[src/hdl/cqs_pkg.sv]
// shared types, codes and defaults for the circular queue with scan
`timescale 1ns / 1ps

package cqs_pkg;

  // default number of entries
  localparam int CQS_DEPTH = 16;

  // field widths fixed by the interface
  localparam int WORD_W = 32;
  localparam int RES_W  = 5;

  // opcodes
  localparam logic [1:0] OP_ENQ    = 2'd0;
  localparam logic [1:0] OP_DEQ    = 2'd1;
  localparam logic [1:0] OP_MINMAX = 2'd2;
  localparam logic [1:0] OP_COUNT  = 2'd3;

  // result status codes
  localparam logic [1:0] STAT_OK    = 2'd0;
  localparam logic [1:0] STAT_FULL  = 2'd1;
  localparam logic [1:0] STAT_EMPTY = 2'd2;

  // controller states
  typedef enum logic [1:0] {
    S_IDLE,
    S_EXEC,
    S_DEQ_WAIT,
    S_SCAN
  } state_t;

  // commands from controller to datapath
  typedef struct packed {
    logic       load;
    logic       enq;
    logic       deq;
    logic       scan_start;
    logic       scan_run;
    logic       finish;
    logic [1:0] fin_status;
  } cqs_cmd_t;

  // status from datapath to controller
  typedef struct packed {
    logic [1:0] op;
    logic       full;
    logic       empty;
    logic       scan_done;
  } cqs_stat_t;

endpackage

[src/hdl/cqs_ctrl.sv]
// controller state machine for the circular queue with scan
`timescale 1ns / 1ps

module cqs_ctrl
  import cqs_pkg::*;
(
  input  logic      clk,
  input  logic      rst_n,
  input  logic      start,
  output logic      busy,
  input  cqs_stat_t stat,
  output cqs_cmd_t  cmd
);

  state_t state_r, state_nxt;

  // state register
  always_ff @(posedge clk) begin
    if (!rst_n) begin
      state_r <= S_IDLE;
    end else begin
      state_r <= state_nxt;
    end
  end

  assign busy = (state_r != S_IDLE);

  // next state
  always_comb begin
    state_nxt = state_r;
    unique case (state_r)
      S_IDLE: begin
        if (start) state_nxt = S_EXEC;
      end
      S_EXEC: begin
        unique case (stat.op) inside
          OP_ENQ: state_nxt = S_IDLE;
          OP_DEQ: state_nxt = stat.empty ? S_IDLE : S_DEQ_WAIT;
          OP_MINMAX, OP_COUNT: state_nxt = stat.empty ? S_IDLE : S_SCAN;
          default: state_nxt = S_IDLE;
        endcase
      end
      S_DEQ_WAIT: begin
        state_nxt = S_IDLE;
      end
      S_SCAN: begin
        if (stat.scan_done) state_nxt = S_IDLE;
      end
      default: state_nxt = S_IDLE;
    endcase
  end

  // command outputs
  always_comb begin
    cmd = '0;
    cmd.fin_status = STAT_OK;
    unique case (state_r)
      S_IDLE: begin
        cmd.load = start;
      end
      S_EXEC: begin
        unique case (stat.op) inside
          OP_ENQ: begin
            cmd.finish = 1'b1;
            if (stat.full) cmd.fin_status = STAT_FULL;
            else           cmd.enq        = 1'b1;
          end
          OP_DEQ: begin
            if (stat.empty) begin
              cmd.finish     = 1'b1;
              cmd.fin_status = STAT_EMPTY;
            end else begin
              cmd.deq = 1'b1;
            end
          end
          OP_MINMAX, OP_COUNT: begin
            if (stat.empty) begin
              cmd.finish     = 1'b1;
              cmd.fin_status = STAT_EMPTY;
            end else begin
              cmd.scan_start = 1'b1;
            end
          end
          default: cmd.finish = 1'b1;
        endcase
      end
      S_DEQ_WAIT: begin
        cmd.finish = 1'b1;
      end
      S_SCAN: begin
        cmd.scan_run = 1'b1;
        cmd.finish   = stat.scan_done;
      end
      default: cmd = '0;
    endcase
  end

endmodule

[src/hdl/cqs_dpath.sv]
// datapath: entry memory, pointers, fill count, scan unit and result registers
`timescale 1ns / 1ps

module cqs_dpath
  import cqs_pkg::*;
#(
  parameter int DEPTH = CQS_DEPTH
) (
  input  logic                     clk,
  input  logic                     rst_n,
  input  logic [1:0]               in_opcode,
  input  logic signed [WORD_W-1:0] in_value,
  input  cqs_cmd_t                 cmd,
  output cqs_stat_t                stat,
  output logic                     out_valid,
  output logic [1:0]               out_status,
  output logic signed [WORD_W-1:0] out_data_out,
  output logic signed [WORD_W-1:0] out_min_value,
  output logic signed [WORD_W-1:0] out_max_value,
  output logic [RES_W-1:0]         out_match_count,
  output logic [RES_W-1:0]         out_occupancy
);

  localparam int AW = (DEPTH > 1) ? $clog2(DEPTH) : 1;
  localparam int CW = $clog2(DEPTH + 1);
  localparam logic [AW-1:0] LAST_SLOT = AW'(DEPTH - 1);
  localparam logic [CW-1:0] FULL_CNT  = CW'(DEPTH);

  // wrap-around increment of a slot index
  function automatic logic [AW-1:0] next_slot(input logic [AW-1:0] i);
    next_slot = (i == LAST_SLOT) ? '0 : i + 1'b1;
  endfunction

  logic [WORD_W-1:0]        mem [DEPTH];
  logic signed [WORD_W-1:0] rd_data_r;
  logic [1:0]               op_r;
  logic signed [WORD_W-1:0] val_r;
  logic [AW-1:0]            head_r, tail_r, ptr_r;
  logic [CW-1:0]            count_r, count_nxt, left_r, mc_r;
  logic                     pend_r, first_r;
  logic signed [WORD_W-1:0] min_r, max_r;
  logic                     rd_en;
  logic [AW-1:0]            rd_addr;
  logic                     scan_issue;
  logic [CW+RES_W-1:0]      occ_ext, mc_ext;

  // latch the accepted beat
  always_ff @(posedge clk) begin
    if (cmd.load) begin
      op_r  <= in_opcode;
      val_r <= in_value;
    end
  end

  assign stat.op        = op_r;
  assign stat.full      = (count_r == FULL_CNT);
  assign stat.empty     = (count_r == '0);
  assign stat.scan_done = (left_r == '0) && !pend_r;

  // fill count update
  always_comb begin
    count_nxt = count_r;
    if (cmd.enq)      count_nxt = count_r + 1'b1;
    else if (cmd.deq) count_nxt = count_r - 1'b1;
  end

  // head, tail and count
  always_ff @(posedge clk) begin
    if (!rst_n) begin
      head_r  <= '0;
      tail_r  <= '0;
      count_r <= '0;
    end else begin
      count_r <= count_nxt;
      if (cmd.enq) tail_r <= next_slot(tail_r);
      if (cmd.deq) head_r <= next_slot(head_r);
    end
  end

  // single read port shared by dequeue and scan
  assign scan_issue = cmd.scan_run && (left_r != '0);
  assign rd_en      = cmd.deq || scan_issue;
  assign rd_addr    = cmd.deq ? head_r : ptr_r;

  // entry memory
  always_ff @(posedge clk) begin
    if (cmd.enq) mem[tail_r] <= val_r;
    if (rd_en)   rd_data_r <= mem[rd_addr];
  end

  // scan walker: one read issued per cycle, its data handled from the read register
  always_ff @(posedge clk) begin
    if (!rst_n) begin
      left_r <= '0;
      pend_r <= 1'b0;
    end else if (cmd.scan_start) begin
      left_r <= count_r;
      pend_r <= 1'b0;
    end else if (cmd.scan_run) begin
      pend_r <= scan_issue;
      if (scan_issue) left_r <= left_r - 1'b1;
    end
  end

  // scan pointer and accumulators
  always_ff @(posedge clk) begin
    if (cmd.scan_start) begin
      ptr_r   <= head_r;
      first_r <= 1'b1;
      mc_r    <= '0;
    end else if (cmd.scan_run) begin
      if (scan_issue) ptr_r <= next_slot(ptr_r);
      if (pend_r) begin
        first_r <= 1'b0;
        if (rd_data_r == val_r) mc_r <= mc_r + 1'b1;
        if (first_r) begin
          min_r <= rd_data_r;
          max_r <= rd_data_r;
        end else begin
          if (rd_data_r < min_r) min_r <= rd_data_r;
          if (rd_data_r > max_r) max_r <= rd_data_r;
        end
      end
    end
  end

  // counts keep only their low bits on the result ports
  assign occ_ext = {{RES_W{1'b0}}, count_nxt};
  assign mc_ext  = {{RES_W{1'b0}}, mc_r};

  // result registers
  always_ff @(posedge clk) begin
    if (cmd.finish) begin
      out_status      <= cmd.fin_status;
      out_data_out    <= '0;
      out_min_value   <= '0;
      out_max_value   <= '0;
      out_match_count <= '0;
      out_occupancy   <= occ_ext[RES_W-1:0];
      if (cmd.fin_status == STAT_OK) begin
        if (op_r == OP_DEQ) out_data_out <= rd_data_r;
        if (op_r == OP_MINMAX) begin
          out_min_value <= min_r;
          out_max_value <= max_r;
        end
        if (op_r == OP_COUNT) out_match_count <= mc_ext[RES_W-1:0];
      end
    end
  end

  // result strobe
  always_ff @(posedge clk) begin
    if (!rst_n) begin
      out_valid <= 1'b0;
    end else begin
      out_valid <= cmd.finish;
    end
  end

  // fill count never goes past the depth
  a_count_range: assert property (@(posedge clk) disable iff (!rst_n)
    count_r <= FULL_CNT)
    else $error("fill count above depth");

  // a refused enqueue is reported only on a full queue
  a_full_stat: assert property (@(posedge clk) disable iff (!rst_n)
    out_valid && (out_status == STAT_FULL) |-> count_r == FULL_CNT)
    else $error("full status with room left");

  // an empty report is given only on an empty queue
  a_empty_stat: assert property (@(posedge clk) disable iff (!rst_n)
    out_valid && (out_status == STAT_EMPTY) |-> count_r == '0)
    else $error("empty status with entries held");

  // the match count of a completed scan cannot exceed the entries walked
  a_match_bound: assert property (@(posedge clk) disable iff (!rst_n)
    out_valid && (op_r == OP_COUNT) && (out_status == STAT_OK) |-> mc_r <= count_r)
    else $error("match count above occupancy");

endmodule

[src/hdl/circular_queue_with_scan.sv]
// top level of the circular queue with scan
`timescale 1ns / 1ps

// Circular FIFO of DEPTH signed 32-bit words with enqueue, dequeue, min/max
// scan and key-match count. A command beat is taken when start is high and
// busy is low; every beat gives exactly one result, shown for a single cycle
// with out_valid high, and the receiver has no way to hold it. Enqueue, and
// any refused command, keeps busy high through the execute state only;
// dequeue adds a wait state for the memory read; a scan stays in the scan
// state until the stored words, read one per cycle through the single read
// port of the entry memory, have all been handled. The result strobe
// is high in the first cycle with busy low; a new beat may be taken then.
module circular_queue_with_scan
  import cqs_pkg::*;
#(
  parameter int DEPTH = CQS_DEPTH
) (
  input  logic                     clk,
  input  logic                     rst_n,
  input  logic                     start,
  output logic                     busy,
  input  logic [1:0]               in_opcode,
  input  logic signed [WORD_W-1:0] in_value,
  output logic                     out_valid,
  output logic [1:0]               out_status,
  output logic signed [WORD_W-1:0] out_data_out,
  output logic signed [WORD_W-1:0] out_min_value,
  output logic signed [WORD_W-1:0] out_max_value,
  output logic [RES_W-1:0]         out_match_count,
  output logic [RES_W-1:0]         out_occupancy
);

  cqs_cmd_t  cmd;
  cqs_stat_t stat;

  // controller
  cqs_ctrl u_ctrl (
    .clk   (clk),
    .rst_n (rst_n),
    .start (start),
    .busy  (busy),
    .stat  (stat),
    .cmd   (cmd)
  );

  // datapath
  cqs_dpath #(
    .DEPTH (DEPTH)
  ) u_dpath (
    .clk             (clk),
    .rst_n           (rst_n),
    .in_opcode       (in_opcode),
    .in_value        (in_value),
    .cmd             (cmd),
    .stat            (stat),
    .out_valid       (out_valid),
    .out_status      (out_status),
    .out_data_out    (out_data_out),
    .out_min_value   (out_min_value),
    .out_max_value   (out_max_value),
    .out_match_count (out_match_count),
    .out_occupancy   (out_occupancy)
  );

endmodule
[config.mk]
export PLATFORM = sky130hd
export DESIGN_NAME = circular_queue_with_scan
export DESIGN_NICKNAME = d
export VERILOG_FILES = /design/src/hdl/cqs_pkg.sv /design/src/hdl/cqs_ctrl.sv /design/src/hdl/cqs_dpath.sv /design/src/hdl/circular_queue_with_scan.sv
export SDC_FILE = /design/constraint.sdc
export NUM_CORES = 1
export LEC_CHECK = 0
export BUFFER_PORTS_ARGS = -buffer_cell sky130_fd_sc_hd__buf_4
export CORE_MARGIN = 5
export CORE_UTILIZATION = 42
export CTS_CLUSTER_DIAMETER = 50
export DETAILED_ROUTE_END_ITERATION = 12
export GPL_TIMING_DRIVEN = 0
export PLACE_DENSITY = 0.55
export SETUP_SLACK_MARGIN = 0.02
export SLEW_MARGIN = 30
export SYNTH_ARGS = -nofsm -noshare
export SYNTH_HDL_FRONTEND = slang
export SYNTH_SLANG_ARGS = --single-unit
[constraint.sdc]
create_clock -name clk -period 9.2 [get_ports clk]
set_input_delay 0.92 -clock clk [delete_from_list [all_inputs] [get_ports clk]]
set_output_delay 0.92 -clock clk [all_outputs]
set_load 0.01 [all_outputs]
==> impl_metrics.tcl, run 1 <==
set metrics [dict create \
    fmax_ghz 0.216 \
    syn_area_um2 35100 \
    drive_gt1_share_pct 15.5 \
    rows 106 \
    leakage_nw 14.7 \
    critPathSlowestCell "clkbuf_1" \
    cp_max_fo 10 \
    syn_inst 2678 \
    final_common_cell "edfxtp_1" \
    path_cells "nand4bb_1 -> nor2_2 -> clkbuf_1 -> buf_2 -> clkbuf_1 -> a21oi_1 -> o2111ai_1 -> o211ai_1" \
    globalplace.congestion 0.920 \
    top_usage_layer "met2" \
    yosys_warnings 0 \
    nFillCells 7154 \
    grt_max_degree 33 \
    synth_edf_count 754 \
    grt_pass1_vias 24683 \
    irDropWorstVdd_v 0.000140 \
    seqCellArea_um2 23200 \
    routed_wl_um 113000 \
    hpwl_um 79900 \
    path_clk_slew_ns 0.06 \
    ctsLongestPathBuffers 3 \
    dr_total_vias 24549 \
    fin_crit_ns 4.63 \
    synth-seq-area-share_pct 66.1 \
    hold_viol_final 0 \
    final_cell_mix "754 x edfxtp_1, 205 x nand2_1, 192 x a21oi_1" \
    p_per_area_nw_per_um2 203 \
    yosys_register_bits 782 \
    start_util_pct 42.1 \
    port_buffers 146 \
    worstSetupStartpointType "flop" \
    grt_usage_pct 24.6 \
    syn_to_final_growth_pct 18.9 \
    cts_buffers 97 \
    multi_input_area_um2 10600 \
    min_delay_worst_endpoint "u_dpath.val_r[29]" \
    cts_tree "done" \
    cap_violations 0 \
    r2r-end "u_dpath.rd_data_r[14]" \
    path_common_cell "clkbuf_1" \
    drt-initial-drc-count 2431 \
    p_total_mw 8.48 \
    critPathKind "reg -> reg" \
    chipWidth_um 299 \
    antenna_found_initial 3 \
    synth_ff_type "edfxtp_1" \
    tns_ns 0 \
    cts.hold.buffers_added 0 \
    ctsResizeCount 0 \
    cp.arrival_ns 4.89 \
    grt.overflow.total 0 \
    period_share_pct 50.3 \
    ant_nets 0 \
    setup_ws_ns 4.57 \
    wl_per_cell_um 27.5 \
    grtUsageMet1_pct 31.6 \
    slew_headroom_pct 35.3 \
    syn_avg_cell_area_um2 13.1 \
    clock_sinks 782 \
    worstHoldStart "in_value[29]" \
    synthArstFlopShare_pct 0 \
    r2r_cells 8 \
    grt_pass1_wl_um 164000 \
    rsz0062_at_grt "false" \
    dieArea_um2 89500 \
    regToRegSetupSlack_ns 4.57 \
    core_area_um2 83300 \
    grtUsageMet2_pct 41.0 \
    fin_nets 3081 \
    synth_nets 2789 \
    clk_latency_ns 0.65 \
    pre_cts_ws_ns 4.90 \
    min_path_type "in -> reg" \
    required_ns 9.46 \
    htreeDepth 3 \
    slew_viol_final 0 \
    drcViolationCount 0 \
    dieHeight_um 299 \
    grtUsageMet3_pct 4.57 \
    setup_viol 0 \
    finClkSkew_ns 0.0194 \
    yosysUniqueCellTypes 70 \
    rr_startpoint "u_dpath.op_r[1]" \
    io_pins 147 \
    status "finished, final reports clean" \
    worst_slew_pin_slew_ns 0.971 \
    drtPass1Iterations 8 \
    root_buffer "clkbuf_16" \
    hold_path_depth 1 \
    cts_setup_buffers 0 \
    slowest_delay_ns 0.64 \
    crit_path_end_kind "flop" \
    detail_route.vias_per_cell 5.95 \
]
-- stage by stage --
stage | util (%) | area, um^2 | hold WS (ns) | cells
final | 50.1 | 41800 | 0.444 | 4128
after global routing | 50.1 | 41800 | 0.420 | 4127
after CTS | 50.1 | 41800 | 0.411 | 4127
after detailed placement | 46.3 | 38600 | 0.459 | 3951
after global placement | 45.1 | 37500 | 0.450 | 3904
after floorplan | - | 35100 | 0.433 | 2678
-- final cells by class --
class / instances / area share [%]
sequential: 782 / 55.6
multi-input combinational: 1566 / 25.4
clock buffer: 118 / 6.25
timing repair buffer: 193 / 4.65
tap: 1080 / 3.24
buffer: 185 / 2.18
clock inverter: 58 / 1.41
inverter: 145 / 1.30
antenna: 1 / 0.00599
-- sequential cells by signal, indices dropped and copies added (netlist names), 5 cells and up --
| register | cells |
|---|---|
| u_dpath.min_r | 32 |
| u_dpath.rd_data_r | 32 |
| u_dpath.out_data_out | 32 |
| u_dpath.left_r | 5 |
| u_dpath.out_occupancy | 5 |
| u_dpath.max_r | 32 |
| u_dpath.out_min_value | 32 |
| u_dpath.val_r | 32 |
| u_dpath.out_match_count | 5 |
| u_dpath.mc_r | 5 |
| u_dpath.mem | 512 |
| u_dpath.count_r | 5 |
| u_dpath.out_max_value | 32 |
-- worst max path at each step --
stage,from,end,slack (ns),cells past startpoint
final,u_dpath.op_r[1],u_dpath.rd_data_r[14],4.57,8
after global routing,u_dpath.op_r[1],u_dpath.rd_data_r[14],4.72,8
after CTS,u_dpath.op_r[1],u_dpath.rd_data_r[14],4.88,8
after detailed placement,u_dpath.op_r[1],u_dpath.rd_data_r[14],4.90,8
after global placement,u_dpath.left_r[0],u_dpath.out_data_out[21],0.73,7
after floorplan,u_dpath.left_r[0],u_dpath.out_data_out[0],2.50,7
-- synth_stat cells (all sizes together) (66+ instances only) --
library cell    n  area [um^2]
nor3           76          380
a21oi         192          961
o21ai          84          424
mux2i          69          691
nor2          106          400
ha             74          926
o211ai         71          588
a21o           66          495
clkbuf        128          480
nand2         207          780
inv           145          544
edfxtp        754        22600
-- layer usage --
layer / routed length [um] / vias to the layer above
met1: 45100 / 12133
met2: 54000 / 1267
li1: - / 10844
met3: 9220 / 303
met5: 13 / -
met4: 5010 / 2
-- report_power, final --
| group | internal [mW] | total, mW | switching (mW) |
|---|---|---|---|
| Combinational | 0.216 | 0.563 | 0.348 |
| Clock | 2.28 | 3.81 | 1.53 |
| Sequential | 4.01 | 4.11 | 0.0993 |
| Total | 6.51 | 8.48 | 1.97 |
-- kinds of logic after synthesis --
| logic type | count (synthesis) | share of synthesized area (%) |
|---|---|---|
| AO/OA/AOI/OAI | 737 | 14.8 |
| XOR/XNOR | 40 | 0.998 |
| adder cells (fa/ha/maj) | 74 | 2.64 |
| buffers and inverters | 330 | 4.15 |
| flip-flops | 782 | 66.1 |
| multiplexers | 69 | 1.97 |
| AND/OR/NAND/NOR | 646 | 9.35 |
-- worst max-delay path, delay by kind of cell, from the launching register on --
family	cells	cell delay (ns)
AO/OA/AOI/OAI	3	1.14
AND/OR/NAND/NOR	2	0.92
buffers and inverters	3	1.69
flip-flops	1	0.47
Power figures use the tool's default switching activity.
==> inputs of run 2 (changes only) <==
--- a/config.mk
+++ b/config.mk
@@ -5,6 +5,7 @@
 export SDC_FILE = /design/constraint.sdc
 export NUM_CORES = 1
 export LEC_CHECK = 0
+export ABC_AREA = 1
 export BUFFER_PORTS_ARGS = -buffer_cell sky130_fd_sc_hd__buf_4
 export CORE_MARGIN = 5
 export CORE_UTILIZATION = 42
==> constraint.sdc (replaced) <==
create_clock -name clk -period 4.7 [get_ports clk]
set_input_delay 0.47 -clock clk [delete_from_list [all_inputs] [get_ports clk]]
set_output_delay 0.47 -clock clk [all_outputs]
set_load 0.01 [all_outputs]
==> impl_metrics.tcl, run 2 <==
set metrics [dict create \
    drt-initial-drc-count 1783 \
    yosys_register_bits 782 \
    dieArea_um2 86200 \
    largest_reg_flops 512 \
    ctsResizeCount 0 \
    synth_nets 3034 \
    chipWidth_um 294 \
    htreeDepth 3 \
    start_util_pct 42.1 \
    synth_ff_type "edfxtp_1" \
    routed_wl_um 94300 \
    fin_nets 3352 \
    cts_buffers 96 \
    period_share_pct 68.4 \
    seqCellArea_um2 23200 \
    dr_total_vias 22380 \
    syn_inst 2923 \
    antenna_found_initial 1 \
    dieHeight_um 294 \
    synthArstFlopShare_pct 0 \
    cts.hold.buffers_added 34 \
    synth_top_area_cell "edfxtp_1" \
    grt_pass1_vias 22485 \
    slew_viol_final 0 \
    hold_viol_final 0 \
    syn_avg_cell_area_um2 11.6 \
    hpwl_um 66500 \
    nFillCells 7033 \
    drive_gt1_share_pct 14.2 \
    synth_edf_count 754 \
    netlist.area_leader.share_pct 67.0 \
    crit_path_end_kind "flop" \
    required_ns 5.10 \
    post-place-cells 4169 \
    cp_max_fo 10 \
    critPathKind "reg -> reg" \
    drtPass1Iterations 5 \
    multi_input_area_um2 8460 \
    stdcell_count 4380 \
    leakage_nw 16.4 \
    grt_pass1_wl_um 139000 \
    num_antenna_cells 0 \
    grt_max_degree 33 \
    wl_per_cell_um 21.5 \
    yosys-top-cells-area "edfxtp_1 67%, nand3_1 6.4%, nand2_1 6.0%" \
    final_common_cell "edfxtp_1" \
    detail_route.vias_per_cell 5.11 \
    critPathSlowestCell "o21ai_2" \
    yosysUniqueCellTypes 36 \
    rows 104 \
    path_cells "inv_1 -> ha_1 -> inv_1 -> nor3_2 -> nand2_2 -> nand2_4 -> buf_2 -> o21ai_2 -> inv_1 -> buf_2 -> nand3_1 -> nand2_1" \
    path_delay_family "buffers and inverters" \
    yosys_warnings 0 \
    synth-seq-area-share_pct 68.7 \
    syn_area_um2 33800 \
    ant_nets 0 \
    finClkSkew_ns 0.0212 \
    syn_to_final_growth_pct 20.8 \
    io_pins 147 \
    cts_tree "done" \
    fin_crit_ns 3.21 \
    fmax_ghz 0.311 \
    worst_slew_pin_slew_ns 0.795 \
    status "finished, final reports clean" \
    drcViolationCount 0 \
    synth.most_common_cell "edfxtp_1" \
    grt_usage_pct 21.5 \
    clock_sinks 782 \
    setup_viol 0 \
    min_path_type "in -> reg" \
    cp.arrival_ns 3.62 \
    core_area_um2 80200 \
    root_buffer "clkbuf_16" \
    slowest_delay_ns 0.58 \
    ctsLongestPathBuffers 3 \
    irDropWorstVdd_v 0.000279 \
    rsz0062_at_grt "false" \
    regMostFlops "u_dpath.mem" \
    final_cell_mix "754 x edfxtp_1, 539 x nand2_1, 434 x nand3_1" \
    path_clk_slew_ns 0.06 \
    cts_setup_buffers 0 \
    cap_violations 0 \
    port_buffers 146 \
    p_per_area_nw_per_um2 389 \
    crit_buf_inv 5 \
    clk_latency_ns 0.66 \
    fin_area_um2 40800 \
    path_common_cell "inv_1" \
    slew_headroom_pct 47.0 \
    worstSetupStartpointType "flop" \
    place_area_um2 37300 \
    grt.overflow.total 0 \
    globalplace.congestion 0.857 \
    synth_commonest_cells "754 x edfxtp_1, 540 x nand2_1, 434 x nand3_1" \
]
[run 2: cell count changes after synthesis, sizes merged, moves of 64 or more]
cell,change
a21boi,-65
a21oi,-145
clkbuf,-100
mux2i,-69
nor2,+74
o2111ai,-65
o311ai,-64
nand2,+339
nor3,-64
nand3,+413
inv,+278
o211ai,-68
a21o,-65
nand3b,+189
[run 2: final cells by class]
cell class                 instances  share of cell area (%)
clock buffer                     112                    6.08
timing repair buffer             220                    5.79
tap                             1060                    3.25
buffer                           136                    1.68
inverter                         424                    3.90
sequential                       782                    56.8
multi-input combinational       1581                    20.7
clock inverter                    65                    1.72
[run 2: power breakdown]
part / switching (mW) / internal, mW
Clock: 3.02 / 4.35
Sequential: 0.145 / 7.79
Combinational: 0.338 / 0.238
[run 2: cells by family after synthesis]
kind of cell | after synthesis | synth area share, %
simple gates | 1377 | 19.3
flops | 782 | 68.7
buf+inv | 560 | 6.74
compound gates | 93 | 1.54
fa+ha+maj | 74 | 2.74
xor+xnor | 37 | 0.959
[run 2: path summary, 6_finish.rpt]
kind,cells past startpoint,slack [ns],start,to
worst min-delay path,3,0.09,rst_n,u_dpath.out_valid
worst max register to register,12,1.49,u_dpath.count_r[0],u_dpath.rd_data_r[8]
worst max-delay path,12,1.49,u_dpath.count_r[0],u_dpath.rd_data_r[8]
worst min register to register,2,0.49,u_dpath.mc_r[4],u_dpath.mc_r[4]
[run 2: routing by layer]
metal	share of wire, %	track usage [%]	vias to the layer above
li1	-	-	10589
met1	40	27.6	10858
met2	49	36.7	767
met3	7.4	4.44	166
met4	3.4	7.47	0
met5	0	0	-
[run 2: metrics by stage]
stage / total power, mW / setup WS, ns / setup TNS [ns] / hold slack (ns) / util [%]
floorplan: 8.28 / 0.273 / 0 / 0.440 / -
global placement: 8.60 / -1.56 / -157.72 / 0.450 / 45.2
detailed placement: 8.65 / 1.48 / 0 / 0.459 / 46.5
CTS: 16.0 / 1.45 / 0 / 0.0475 / 50.9
global route: 16.4 / 1.32 / 0 / 0.105 / 50.9
finish: 15.9 / 1.49 / 0 / 0.0867 / 50.9
[run 2: worst reg2reg max path: stages (launching register included)]
cell and delay, ns:
dfxtp_1 0.38, inv_1 0.11, ha_1 0.21, inv_1 0.08, nor3_2 0.06, nand2_2 0.14
nand2_4 0.11, buf_2 0.23, o21ai_2 0.59, inv_1 0.42, buf_2 0.31, nand3_1 0.25
nand2_1 0.08
